`src/rtl/iwp_pkg.sv`:
```
// Shared types and constants for the intensity window to palette mapper.
package iwp_pkg;

  localparam int SAMPLE_W = 16;
  localparam int PIX_W    = 8;
  localparam int CNT_W    = 9;
  localparam int QUO_W    = 9;
  localparam int PROD_W   = SAMPLE_W + CNT_W;
  localparam int CFG_W    = 16;
  localparam int CFG_IDX_W = 3;

  localparam logic signed [SAMPLE_W-1:0] BLANK_CODE = 16'sh8000;

  localparam logic [CFG_IDX_W-1:0] CFG_WINDOW_MIN   = 3'd0;
  localparam logic [CFG_IDX_W-1:0] CFG_WINDOW_MAX   = 3'd1;
  localparam logic [CFG_IDX_W-1:0] CFG_PALETTE_CNT  = 3'd2;
  localparam logic [CFG_IDX_W-1:0] CFG_UNDEF_PIX    = 3'd3;
  localparam logic [CFG_IDX_W-1:0] CFG_LOW_SAT_PIX  = 3'd4;
  localparam logic [CFG_IDX_W-1:0] CFG_HIGH_SAT_PIX = 3'd5;

  typedef enum logic {
    OP_CONVERT = 1'b0,
    OP_LOAD    = 1'b1
  } op_t;

  typedef enum logic [2:0] {
    ST_MAPPED  = 3'd0,
    ST_BLANK   = 3'd1,
    ST_BELOW   = 3'd2,
    ST_ABOVE   = 3'd3,
    ST_INVALID = 3'd4
  } status_t;

  // Item information that travels unchanged alongside the datapath.
  typedef struct packed {
    logic             conv;
    logic             wr;
    status_t          status;
    logic [PIX_W-1:0] alt_pixel;
    logic [7:0]       widx;
    logic [PIX_W-1:0] wdata;
  } side_t;

endpackage

```
`src/rtl/iwp_front.sv`:
```
// Classification, window offset and index scaling stages of the mapper.
module iwp_front #(
  parameter int PALETTE_DEPTH = 256
) (
  input  logic                                 clk,
  input  logic                                 rst_n,
  input  logic                                 up_valid,
  output logic                                 up_ready,
  input  logic                                 operation,
  input  logic signed [iwp_pkg::SAMPLE_W-1:0]  sample,
  input  logic [7:0]                           entry_index,
  input  logic [iwp_pkg::PIX_W-1:0]            entry_value,
  input  logic signed [iwp_pkg::SAMPLE_W-1:0]  window_min,
  input  logic signed [iwp_pkg::SAMPLE_W-1:0]  window_max,
  input  logic [iwp_pkg::CNT_W-1:0]            palette_count,
  input  logic [iwp_pkg::PIX_W-1:0]            undef_pixel,
  input  logic [iwp_pkg::PIX_W-1:0]            low_sat_pixel,
  input  logic [iwp_pkg::PIX_W-1:0]            high_sat_pixel,
  output logic                                 dn_valid,
  input  logic                                 dn_ready,
  output iwp_pkg::side_t                       dn_side,
  output logic [iwp_pkg::PROD_W-1:0]           dn_prod,
  output logic [iwp_pkg::SAMPLE_W-1:0]         dn_den
);

  logic                            a_v_r;
  iwp_pkg::side_t                  a_side_r;
  logic [iwp_pkg::SAMPLE_W-1:0]    a_num_r;
  logic [iwp_pkg::SAMPLE_W-1:0]    a_den_r;
  logic [iwp_pkg::CNT_W-1:0]       a_cm1_r;
  logic                            b_v_r;
  iwp_pkg::side_t                  b_side_r;
  logic [iwp_pkg::PROD_W-1:0]      b_prod_r;
  logic [iwp_pkg::SAMPLE_W-1:0]    b_den_r;

  logic                            en_a;
  logic                            en_b;
  iwp_pkg::side_t                  side_nxt;
  logic signed [iwp_pkg::SAMPLE_W:0] num_wide;
  logic signed [iwp_pkg::SAMPLE_W:0] den_wide;
  logic [iwp_pkg::CNT_W-1:0]       eff_cnt;

  assign en_b     = !b_v_r || dn_ready;
  assign en_a     = !a_v_r || en_b;
  assign up_ready = en_a;

  assign num_wide = 17'(sample) - 17'(window_min);
  assign den_wide = 17'(window_max) - 17'(window_min);

  always_comb begin
    if (palette_count == '0) begin
      eff_cnt = 9'd1;
    end else if (32'(palette_count) > 32'(PALETTE_DEPTH)) begin
      eff_cnt = iwp_pkg::CNT_W'(PALETTE_DEPTH);
    end else begin
      eff_cnt = palette_count;
    end
  end

  always_comb begin
    side_nxt.conv  = (operation == iwp_pkg::OP_CONVERT);
    side_nxt.wr    = (operation == iwp_pkg::OP_LOAD) &&
                     (32'(entry_index) < 32'(PALETTE_DEPTH));
    side_nxt.widx  = entry_index;
    side_nxt.wdata = entry_value;
    priority if (window_max <= window_min) begin
      side_nxt.status    = iwp_pkg::ST_INVALID;
      side_nxt.alt_pixel = '0;
    end else if (sample == iwp_pkg::BLANK_CODE) begin
      side_nxt.status    = iwp_pkg::ST_BLANK;
      side_nxt.alt_pixel = undef_pixel;
    end else if (sample < window_min) begin
      side_nxt.status    = iwp_pkg::ST_BELOW;
      side_nxt.alt_pixel = low_sat_pixel;
    end else if (sample > window_max) begin
      side_nxt.status    = iwp_pkg::ST_ABOVE;
      side_nxt.alt_pixel = high_sat_pixel;
    end else begin
      side_nxt.status    = iwp_pkg::ST_MAPPED;
      side_nxt.alt_pixel = '0;
    end
  end

  always_ff @(posedge clk) begin
    if (!rst_n) begin
      a_v_r <= 1'b0;
      b_v_r <= 1'b0;
    end else begin
      if (en_a) begin
        a_v_r <= up_valid;
      end
      if (en_b) begin
        b_v_r <= a_v_r;
      end
    end
  end

  always_ff @(posedge clk) begin
    if (en_a) begin
      a_side_r <= side_nxt;
      a_num_r  <= num_wide[iwp_pkg::SAMPLE_W-1:0];
      a_den_r  <= den_wide[iwp_pkg::SAMPLE_W-1:0];
      a_cm1_r  <= eff_cnt - 9'd1;
    end
    if (en_b) begin
      b_side_r <= a_side_r;
      b_prod_r <= iwp_pkg::PROD_W'(a_num_r) * iwp_pkg::PROD_W'(a_cm1_r);
      b_den_r  <= a_den_r;
    end
  end

  assign dn_valid = b_v_r;
  assign dn_side  = b_side_r;
  assign dn_prod  = b_prod_r;
  assign dn_den   = b_den_r;

endmodule

```
`src/rtl/iwp_div.sv`:
```
// Pipelined restoring divider that resolves one quotient bit per stage.
module iwp_div (
  input  logic                          clk,
  input  logic                          rst_n,
  input  logic                          up_valid,
  output logic                          up_ready,
  input  iwp_pkg::side_t                up_side,
  input  logic [iwp_pkg::PROD_W-1:0]    up_prod,
  input  logic [iwp_pkg::SAMPLE_W-1:0]  up_den,
  output logic                          dn_valid,
  input  logic                          dn_ready,
  output iwp_pkg::side_t                dn_side,
  output logic [iwp_pkg::QUO_W-1:0]     dn_quo
);

  localparam int NST = iwp_pkg::QUO_W;

  logic                          v_r    [NST];
  iwp_pkg::side_t                side_r [NST];
  logic [iwp_pkg::PROD_W-1:0]    rem_r  [NST];
  logic [iwp_pkg::SAMPLE_W-1:0]  den_r  [NST];
  logic [iwp_pkg::QUO_W-1:0]     quo_r  [NST];
  logic                          en     [NST+1];

  assign en[NST]  = dn_ready;
  assign up_ready = en[0];

  for (genvar j = 0; j < NST; j++) begin : g_stage
    localparam int K = NST - 1 - j;

    logic                          src_v;
    iwp_pkg::side_t                src_side;
    logic [iwp_pkg::PROD_W-1:0]    src_rem;
    logic [iwp_pkg::SAMPLE_W-1:0]  src_den;
    logic [iwp_pkg::QUO_W-1:0]     src_quo;
    logic [iwp_pkg::PROD_W:0]      trial;
    logic [iwp_pkg::PROD_W-1:0]    rem_nxt;
    logic [iwp_pkg::QUO_W-1:0]     quo_nxt;

    if (j == 0) begin : g_first
      assign src_v    = up_valid;
      assign src_side = up_side;
      assign src_rem  = up_prod;
      assign src_den  = up_den;
      assign src_quo  = '0;
    end else begin : g_rest
      assign src_v    = v_r[j-1];
      assign src_side = side_r[j-1];
      assign src_rem  = rem_r[j-1];
      assign src_den  = den_r[j-1];
      assign src_quo  = quo_r[j-1];
    end

    assign en[j] = !v_r[j] || en[j+1];
    assign trial = {1'b0, src_rem} - ((iwp_pkg::PROD_W+1)'(src_den) << K);

    always_comb begin
      rem_nxt = src_rem;
      quo_nxt = src_quo;
      if (!trial[iwp_pkg::PROD_W]) begin
        rem_nxt    = trial[iwp_pkg::PROD_W-1:0];
        quo_nxt[K] = 1'b1;
      end
    end

    always_ff @(posedge clk) begin
      if (!rst_n) begin
        v_r[j] <= 1'b0;
      end else if (en[j]) begin
        v_r[j] <= src_v;
      end
    end

    always_ff @(posedge clk) begin
      if (en[j]) begin
        side_r[j] <= src_side;
        rem_r[j]  <= rem_nxt;
        den_r[j]  <= src_den;
        quo_r[j]  <= quo_nxt;
      end
    end
  end

  assign dn_valid = v_r[NST-1];
  assign dn_side  = side_r[NST-1];
  assign dn_quo   = quo_r[NST-1];

endmodule

```
`src/rtl/iwp_palette.sv`:
```
// Palette memory with its write path and the registered result stage.
module iwp_palette #(
  parameter int PALETTE_DEPTH = 256
) (
  input  logic                          clk,
  input  logic                          rst_n,
  input  logic                          up_valid,
  output logic                          up_ready,
  input  iwp_pkg::side_t                up_side,
  input  logic [iwp_pkg::QUO_W-1:0]     up_quo,
  output logic                          out_valid,
  input  logic                          out_stall,
  output logic [iwp_pkg::PIX_W-1:0]     out_pixel,
  output logic [2:0]                    out_status
);

  localparam int ADDR_W = (PALETTE_DEPTH > 1) ? $clog2(PALETTE_DEPTH) : 1;

  logic [iwp_pkg::PIX_W-1:0]   mem [PALETTE_DEPTH];
  logic                        out_valid_r;
  iwp_pkg::status_t            status_r;
  logic [iwp_pkg::PIX_W-1:0]   alt_r;
  logic [iwp_pkg::PIX_W-1:0]   rd_r;

  logic                        en;
  logic [ADDR_W+8-1:0]         widx_ext;
  logic [ADDR_W+iwp_pkg::QUO_W-1:0] quo_ext;
  logic [ADDR_W-1:0]           waddr;
  logic [ADDR_W-1:0]           raddr;

  assign en       = !out_valid_r || !out_stall;
  assign up_ready = en;

  assign widx_ext = {{ADDR_W{1'b0}}, up_side.widx};
  assign quo_ext  = {{ADDR_W{1'b0}}, up_quo};
  assign waddr    = widx_ext[ADDR_W-1:0];

  always_comb begin
    if (32'(up_quo) > 32'(PALETTE_DEPTH - 1)) begin
      raddr = ADDR_W'(PALETTE_DEPTH - 1);
    end else begin
      raddr = quo_ext[ADDR_W-1:0];
    end
  end

  always_ff @(posedge clk) begin
    if (!rst_n) begin
      out_valid_r <= 1'b0;
    end else if (en) begin
      out_valid_r <= up_valid && up_side.conv;
    end
  end

  always_ff @(posedge clk) begin
    if (en && up_valid && up_side.wr) begin
      mem[waddr] <= up_side.wdata;
    end
    if (en && up_valid && up_side.conv) begin
      rd_r     <= mem[raddr];
      status_r <= up_side.status;
      alt_r    <= up_side.alt_pixel;
    end
  end

  assign out_valid  = out_valid_r;
  assign out_status = status_r;
  assign out_pixel  = (status_r == iwp_pkg::ST_MAPPED) ? rd_r : alt_r;

endmodule

```
`src/rtl/intensity_window_to_palette_core.sv`:
```
// Top level of the intensity window to palette mapper.
//
// The input channel carries one beat per item: a convert beat (operation 0)
// maps a signed sample to a pixel, a palette beat (operation 1) loads one
// palette entry and produces no result. Each convert beat yields exactly one
// result beat with a pixel and a status, in input order.
// The pipeline has twelve register stages: window classification, index
// scaling, nine quotient stages of the restoring divider and the palette
// read, which is also the result register. One beat can be accepted every
// clock while in_stall is low.
// Palette writes take effect at the read stage, so they keep their order with
// conversions around them.
// Synchronous reset empties the pipeline and loads the register defaults;
// palette contents stay undefined until written.
// When the receiver stalls, the result holds and stages behind it keep
// accepting beats until each holds one, then in_stall rises.
// Configuration writes are allowed only while no beat is in flight.
module intensity_window_to_palette_core #(
  parameter int PALETTE_DEPTH = 256
) (
  input  logic                                 clk,
  input  logic                                 rst_n,
  input  logic                                 cfg_we,
  input  logic [iwp_pkg::CFG_IDX_W-1:0]        cfg_index,
  input  logic [iwp_pkg::CFG_W-1:0]            cfg_wdata,
  input  logic                                 in_valid,
  output logic                                 in_stall,
  input  logic                                 in_operation,
  input  logic signed [iwp_pkg::SAMPLE_W-1:0]  in_sample,
  input  logic [7:0]                           in_entry_index,
  input  logic [iwp_pkg::PIX_W-1:0]            in_entry_value,
  output logic                                 out_valid,
  input  logic                                 out_stall,
  output logic [iwp_pkg::PIX_W-1:0]            out_pixel,
  output logic [2:0]                           out_status
);

  logic signed [iwp_pkg::SAMPLE_W-1:0] window_min_r;
  logic signed [iwp_pkg::SAMPLE_W-1:0] window_max_r;
  logic [iwp_pkg::CNT_W-1:0]           palette_count_r;
  logic [iwp_pkg::PIX_W-1:0]           undef_pixel_r;
  logic [iwp_pkg::PIX_W-1:0]           low_sat_pixel_r;
  logic [iwp_pkg::PIX_W-1:0]           high_sat_pixel_r;

  logic                                fr_ready;
  logic                                fr_valid;
  iwp_pkg::side_t                      fr_side;
  logic [iwp_pkg::PROD_W-1:0]          fr_prod;
  logic [iwp_pkg::SAMPLE_W-1:0]        fr_den;
  logic                                dv_ready;
  logic                                dv_valid;
  iwp_pkg::side_t                      dv_side;
  logic [iwp_pkg::QUO_W-1:0]           dv_quo;
  logic                                pl_ready;

  always_ff @(posedge clk) begin
    if (!rst_n) begin
      window_min_r     <= 16'sd0;
      window_max_r     <= 16'sd255;
      palette_count_r  <= 9'd256;
      undef_pixel_r    <= 8'd0;
      low_sat_pixel_r  <= 8'd0;
      high_sat_pixel_r <= 8'd255;
    end else if (cfg_we) begin
      unique case (cfg_index)
        iwp_pkg::CFG_WINDOW_MIN:   window_min_r     <= cfg_wdata;
        iwp_pkg::CFG_WINDOW_MAX:   window_max_r     <= cfg_wdata;
        iwp_pkg::CFG_PALETTE_CNT:  palette_count_r  <= cfg_wdata[iwp_pkg::CNT_W-1:0];
        iwp_pkg::CFG_UNDEF_PIX:    undef_pixel_r    <= cfg_wdata[iwp_pkg::PIX_W-1:0];
        iwp_pkg::CFG_LOW_SAT_PIX:  low_sat_pixel_r  <= cfg_wdata[iwp_pkg::PIX_W-1:0];
        iwp_pkg::CFG_HIGH_SAT_PIX: high_sat_pixel_r <= cfg_wdata[iwp_pkg::PIX_W-1:0];
        default: begin
        end
      endcase
    end
  end

  assign in_stall = !fr_ready;

  iwp_front #(
    .PALETTE_DEPTH(PALETTE_DEPTH)
  ) u_front (
    .clk            (clk),
    .rst_n          (rst_n),
    .up_valid       (in_valid),
    .up_ready       (fr_ready),
    .operation      (in_operation),
    .sample         (in_sample),
    .entry_index    (in_entry_index),
    .entry_value    (in_entry_value),
    .window_min     (window_min_r),
    .window_max     (window_max_r),
    .palette_count  (palette_count_r),
    .undef_pixel    (undef_pixel_r),
    .low_sat_pixel  (low_sat_pixel_r),
    .high_sat_pixel (high_sat_pixel_r),
    .dn_valid       (fr_valid),
    .dn_ready       (dv_ready),
    .dn_side        (fr_side),
    .dn_prod        (fr_prod),
    .dn_den         (fr_den)
  );

  iwp_div u_div (
    .clk      (clk),
    .rst_n    (rst_n),
    .up_valid (fr_valid),
    .up_ready (dv_ready),
    .up_side  (fr_side),
    .up_prod  (fr_prod),
    .up_den   (fr_den),
    .dn_valid (dv_valid),
    .dn_ready (pl_ready),
    .dn_side  (dv_side),
    .dn_quo   (dv_quo)
  );

  iwp_palette #(
    .PALETTE_DEPTH(PALETTE_DEPTH)
  ) u_palette (
    .clk        (clk),
    .rst_n      (rst_n),
    .up_valid   (dv_valid),
    .up_ready   (pl_ready),
    .up_side    (dv_side),
    .up_quo     (dv_quo),
    .out_valid  (out_valid),
    .out_stall  (out_stall),
    .out_pixel  (out_pixel),
    .out_status (out_status)
  );

endmodule

```
`config.mk`:
```
export PLATFORM = sky130hd
export DESIGN_NAME = intensity_window_to_palette_core
export DESIGN_NICKNAME = d
export VERILOG_FILES = /design/src/rtl/iwp_pkg.sv /design/src/rtl/iwp_front.sv /design/src/rtl/iwp_div.sv /design/src/rtl/iwp_palette.sv /design/src/rtl/intensity_window_to_palette_core.sv
export SDC_FILE = /design/constraint.sdc
export NUM_CORES = 2
export LEC_CHECK = 0
export ABC_AREA = 1
export BUFFER_PORTS_ARGS = -buffer_cell sky130_fd_sc_hd__buf_2
export CAP_MARGIN = 0
export CELL_PAD_IN_SITES_DETAIL_PLACEMENT = 1
export CELL_PAD_IN_SITES_GLOBAL_PLACEMENT = 2
export CORE_MARGIN = 2
export CORE_UTILIZATION = 46
export CTS_CLUSTER_SIZE = 12
export DETAILED_ROUTE_END_ITERATION = 6
export PLACE_DENSITY_LB_ADDON = 0.1
export RECOVER_POWER = 100
export REMOVE_ABC_BUFFERS = 1
export SYNTH_ARGS = -nofsm -noshare
export SYNTH_HDL_FRONTEND = slang
export SYNTH_HIERARCHICAL = 1
export SYNTH_SLANG_ARGS = --single-unit
```
`constraint.sdc`:
```
create_clock -name clk -period 24.2 [get_ports clk]
set_input_delay 2.42 -clock clk [delete_from_list [all_inputs] [get_ports clk]]
set_output_delay 2.42 -clock clk [all_outputs]
set_load 0.02 [all_outputs]
```
==> summary.md <==
| Metric | Value |
|---|---|
| Crit path largest cell delay | approximately 3.6 ns |
| Synth warn | 6 |
| Reg clk slew, reported paths | about 0.060 ns |
| Most used cell, CP | nand3_1 |
| Syn Area/Cell | a little over 10 um^2 |
| Worst-Skew Late Latency | ~0.9 ns |
| DIE WIDTH | ~550 um |
| Asr flop ratio synth | 0% |
| Share of cells above drive strength 1 | under 10% |
| Slew @ Worst Pin | 8.76 ns |
| Vias in the first global route | approximately 97k |
| Worst slew margin | -484% |
| Post-CTS setup buffers | 0 |
| Clock network fraction of total power | between 20% and 30% |
| Clock tree from TritonCTS | done |
| Final Skew | ~0.039 ns |
| WHS Path Cells | 0 |
| Req. time, crit path | roughly 25 ns |
| Worst R2R Path Depth | 17 |
| Leak | between 60 and 70 nW |
| IO Port Bufs | 69 |
| Post-Syn Instances | 13.4k |
| First-pass GRT wire length | slightly above 600 mm |
| Worst Hold Class | flop to flop |
| Worst hold endpoint | u_div/side_r[5][21] |
| Area growth, synth to finish | 9.74% |
| Io pins | 70 |
| Crit path launch type | flop |
| Vias/cell | between 5 and 6 |
| Sequential power share | between 30 and 40% |
| Failing checks | max-capacitance violations, max-slew violations |
| RSZ-0062 raised after global routing | no |
| Nets@finish | 13.7k |
| Post_cts resized | 0 |
| Total grt overflow | 0 |
| Flops & latches, synth | 2918 |
| FF-to-FF setup slack | about 8.6 ns |
| Hold wc startpoint | u_div/side_r[4][21] |
| Via count | between 90k and 100k |
| Initial antenna violation count | 22 |
| Largest net degree at the start of global routing | 221 |
| Routability congestion estimate | 0.846 |
| CTS Hold Bufs | 0 |
| Highest Clock Rate | 0.0642 GHz |
| Drt pass-1 iters | 6 |
| Core Region | 0.294 mm^2 |
| Non-Filler Instances | 17.5k |
| Hpwl dp | roughly 250 mm |
| Post-route ant nets | 0 |
| Main synth FF type | edfxtp_1 |
| Combinational power share | a little under a third |
| Mapped Area | 0.136 mm^2 |
| Die Y | ~550 um |
| Yosys cell types | 57 |
| Pwr/cell area | ~110 mW/mm^2 |
| Worst-path cell chain | buf_4, inv_1, nand2_8, clkbuf_1, clkbuf_1, clkbuf_1, clkbuf_1, nand2_1, nand2_1, nand2_1, nand3_1, nand3_1, nand3_1, nand3_1, nand3_1, nand3_1, nand2_1 |
| Hold Fails Final Rpt | 0 |
| Initial Util | 46.2% |
| Register area share after synthesis | between 60% and 70% |
| Total Routing Usage GR | between 20% and 30% |
| Crit Path Max Fanout | 110 |
| Period minus WS final | about 16 ns |
| Root buf cell | clkbuf_16 |
| P_int | between 10 and 15 mW |
| Worst EP arrival | between 15 and 20 ns |
| FF-to-FF Start | u_div/quo_r[0][72] |
| Final worst path period share | 64.4% |
| CP endpoint kind | flop |
| FP Rows | 199 |
| Dpl cells | between 15k and 20k |
| DRC | 0 |
| Longest Clk Path Bufs | 4 |
| CTS sink count | ~2.9k |
| Initial DRC count | 7290 |
| Maxcap violations | between 40 and 50 |
| Number of synthesized flops with an enable pin | 2849 |
| H-tree levels | 5 |
| Slowest CP cell | clkbuf_1 |
| Crit path kind | flop to flop |
| Outcome | finished, violations left |
| Sum Neg Setup Slack | 0 ns |
| Switching share of total power | 35.0% |
| TritonCTS Buffers | 324 |
| Net Switching | about 5.8 mW |
| WHS | just over 0.4 ns |
| VDD IR max | 0.230 mV |
| # setup viols final | 0 |
| Die footprint | around 0.3 mm^2 |
| Wire per inst | roughly 23 um |
| Drt total wl | roughly 400 mm |
| Reg2reg end | u_palette/rd_r[3] |
| Final Max Tran Viols | slightly above 3k |
==> Yosys cell counts (21+ instances only) <==
master	number	area (um^2)
a21oi_1	223	1120
buf_1	37	139
buf_2	282	1410
buf_4	33	248
clkbuf_1	183	687
dfxtp_1	69	1380
edfxtp_1	2849	85600
fa_1	109	2180
ha_1	237	2970
inv_1	2252	8450
nand2_1	3795	14200
nand2_2	30	188
nand3_1	1920	9610
nand3b_1	50	375
nand4_1	32	200
nor2_1	735	2760
nor2_2	21	131
nor3_1	30	150
o211ai_1	60	450
o21ai_0	129	646
xnor2_1	52	455
xor2_1	70	613
==> stage by stage <==
step / utilization (%) / total power, mW / worst slack [ns] / area [um^2]
6_report: 50.7 / 16.4 / 8.62 / 149000
3_5_place_dp: 47.4 / 11.7 / 15.30 / 139000
2_1_floorplan: - / 10.0 / 10.03 / 133000
4_1_cts: 50.9 / 16.6 / 15.24 / 149000
3_3_place_gp: 47.4 / 11.6 / 15.62 / 139000
5_1_grt: 50.7 / 17.4 / 7.49 / 149000
==> cell families (layout without fill, tap and decap cells) <==
logic type / Yosys count / after routing / synth area share [%]
AO/OA/AOI/OAI: 503 / 503 / 2.13
flip-flops: 2918 / 2918 / 64.1
multiplexers: 8 / 8 / 0.0665
buffers and inverters: 2827 / 3020 / 8.31
XOR/XNOR: 122 / 122 / 0.788
AND/OR/NAND/NOR: 6666 / 6666 / 20.8
adder cells (fa/ha/maj): 346 / 346 / 3.80
other: 0 / 10 / 0
==> power by group through the flow <==
stage	logic (mW)	registers [mW]	clock network (mW)
3_3_place_gp	5.06	6.54	0
6_report	5.17	6.46	4.80
3_5_place_dp	5.14	6.56	0
5_1_grt	5.85	6.50	5.07
4_1_cts	5.23	6.46	4.90
2_1_floorplan	3.58	6.45	0
==> cell usage in the layout (no fill, tap or decap), types with 60 or more instances in the layout <==
cell type and n:
nor2_1 736, clkinv_1 62, edfxtp_1 2849, clkbuf_1 153, a21oi_1 231, ha_1 237
xor2_1 70, inv_1 2255, o211ai_1 60, o21ai_0 167, nand2_1 3791, nand3_1 1929
fa_1 109, dfxtp_1 69, clkbuf_16 332
==> sequential cells by signal, indices dropped and copies added (netlist names), 9 cells and up <==
signal,flops
u_div/den_r,128
window_max_r,16
u_front/a_cm1_r,9
u_front/a_den_r,16
u_div/rem_r,200
u_div/v_r,9
u_div/quo_r,45
u_front/dn_side,29
u_div/side_r,261
u_palette/mem,2048
palette_count_r,9
u_front/dn_prod,25
u_front/a_num_r,16
window_min_r,16
u_front/dn_den,16
u_front/a_side_r,29
==> how the worst max path moves through the flow <==
stage	cells after the start	slack (ns)	from	to
6_report	17	8.62	u_div/quo_r[0][72]	u_palette/rd_r[3]
3_3_place_gp	16	15.62	out_stall	in_stall
3_5_place_dp	16	15.30	out_stall	in_stall
4_1_cts	16	15.24	out_stall	in_stall
5_1_grt	16	7.49	u_div/quo_r[0][72]	u_palette/rd_r[2]
2_1_floorplan	14	10.03	out_stall	in_stall
==> worst max-delay path: cells and delay by family (launching register included) <==
family | cells | cell delay, ns
DFF | 1 | 0.33
buffers and inverters | 6 | 12.48
and+or+nand+nor | 11 | 2.32
==> metal layers <==
metal | global-route usage [%] | vias up | wire length [um]
met2 | 45.6 | 2140 | 199000
met4 | 7.96 | 6 | 12100
li1 | - | 43500 | -
met5 | 0 | - | 37
met1 | 35.5 | 47100 | 173000
met3 | 3.36 | 593 | 19700
==> layout make-up <==
| class | count | area (um^2) |
|---|---|---|
| fill | 32200 | 145000 |
| sequential | 2918 | 86900 |
| multi-input combinational | 7645 | 37200 |
| clock buffer | 417 | 8660 |
| inverter | 2271 | 8540 |
| tap | 3919 | 4900 |
| clock inverter | 154 | 1470 |
| timing repair buffer | 178 | 1010 |
| antenna | 10 | 25.0 |
Power figures use the tool's default switching activity.
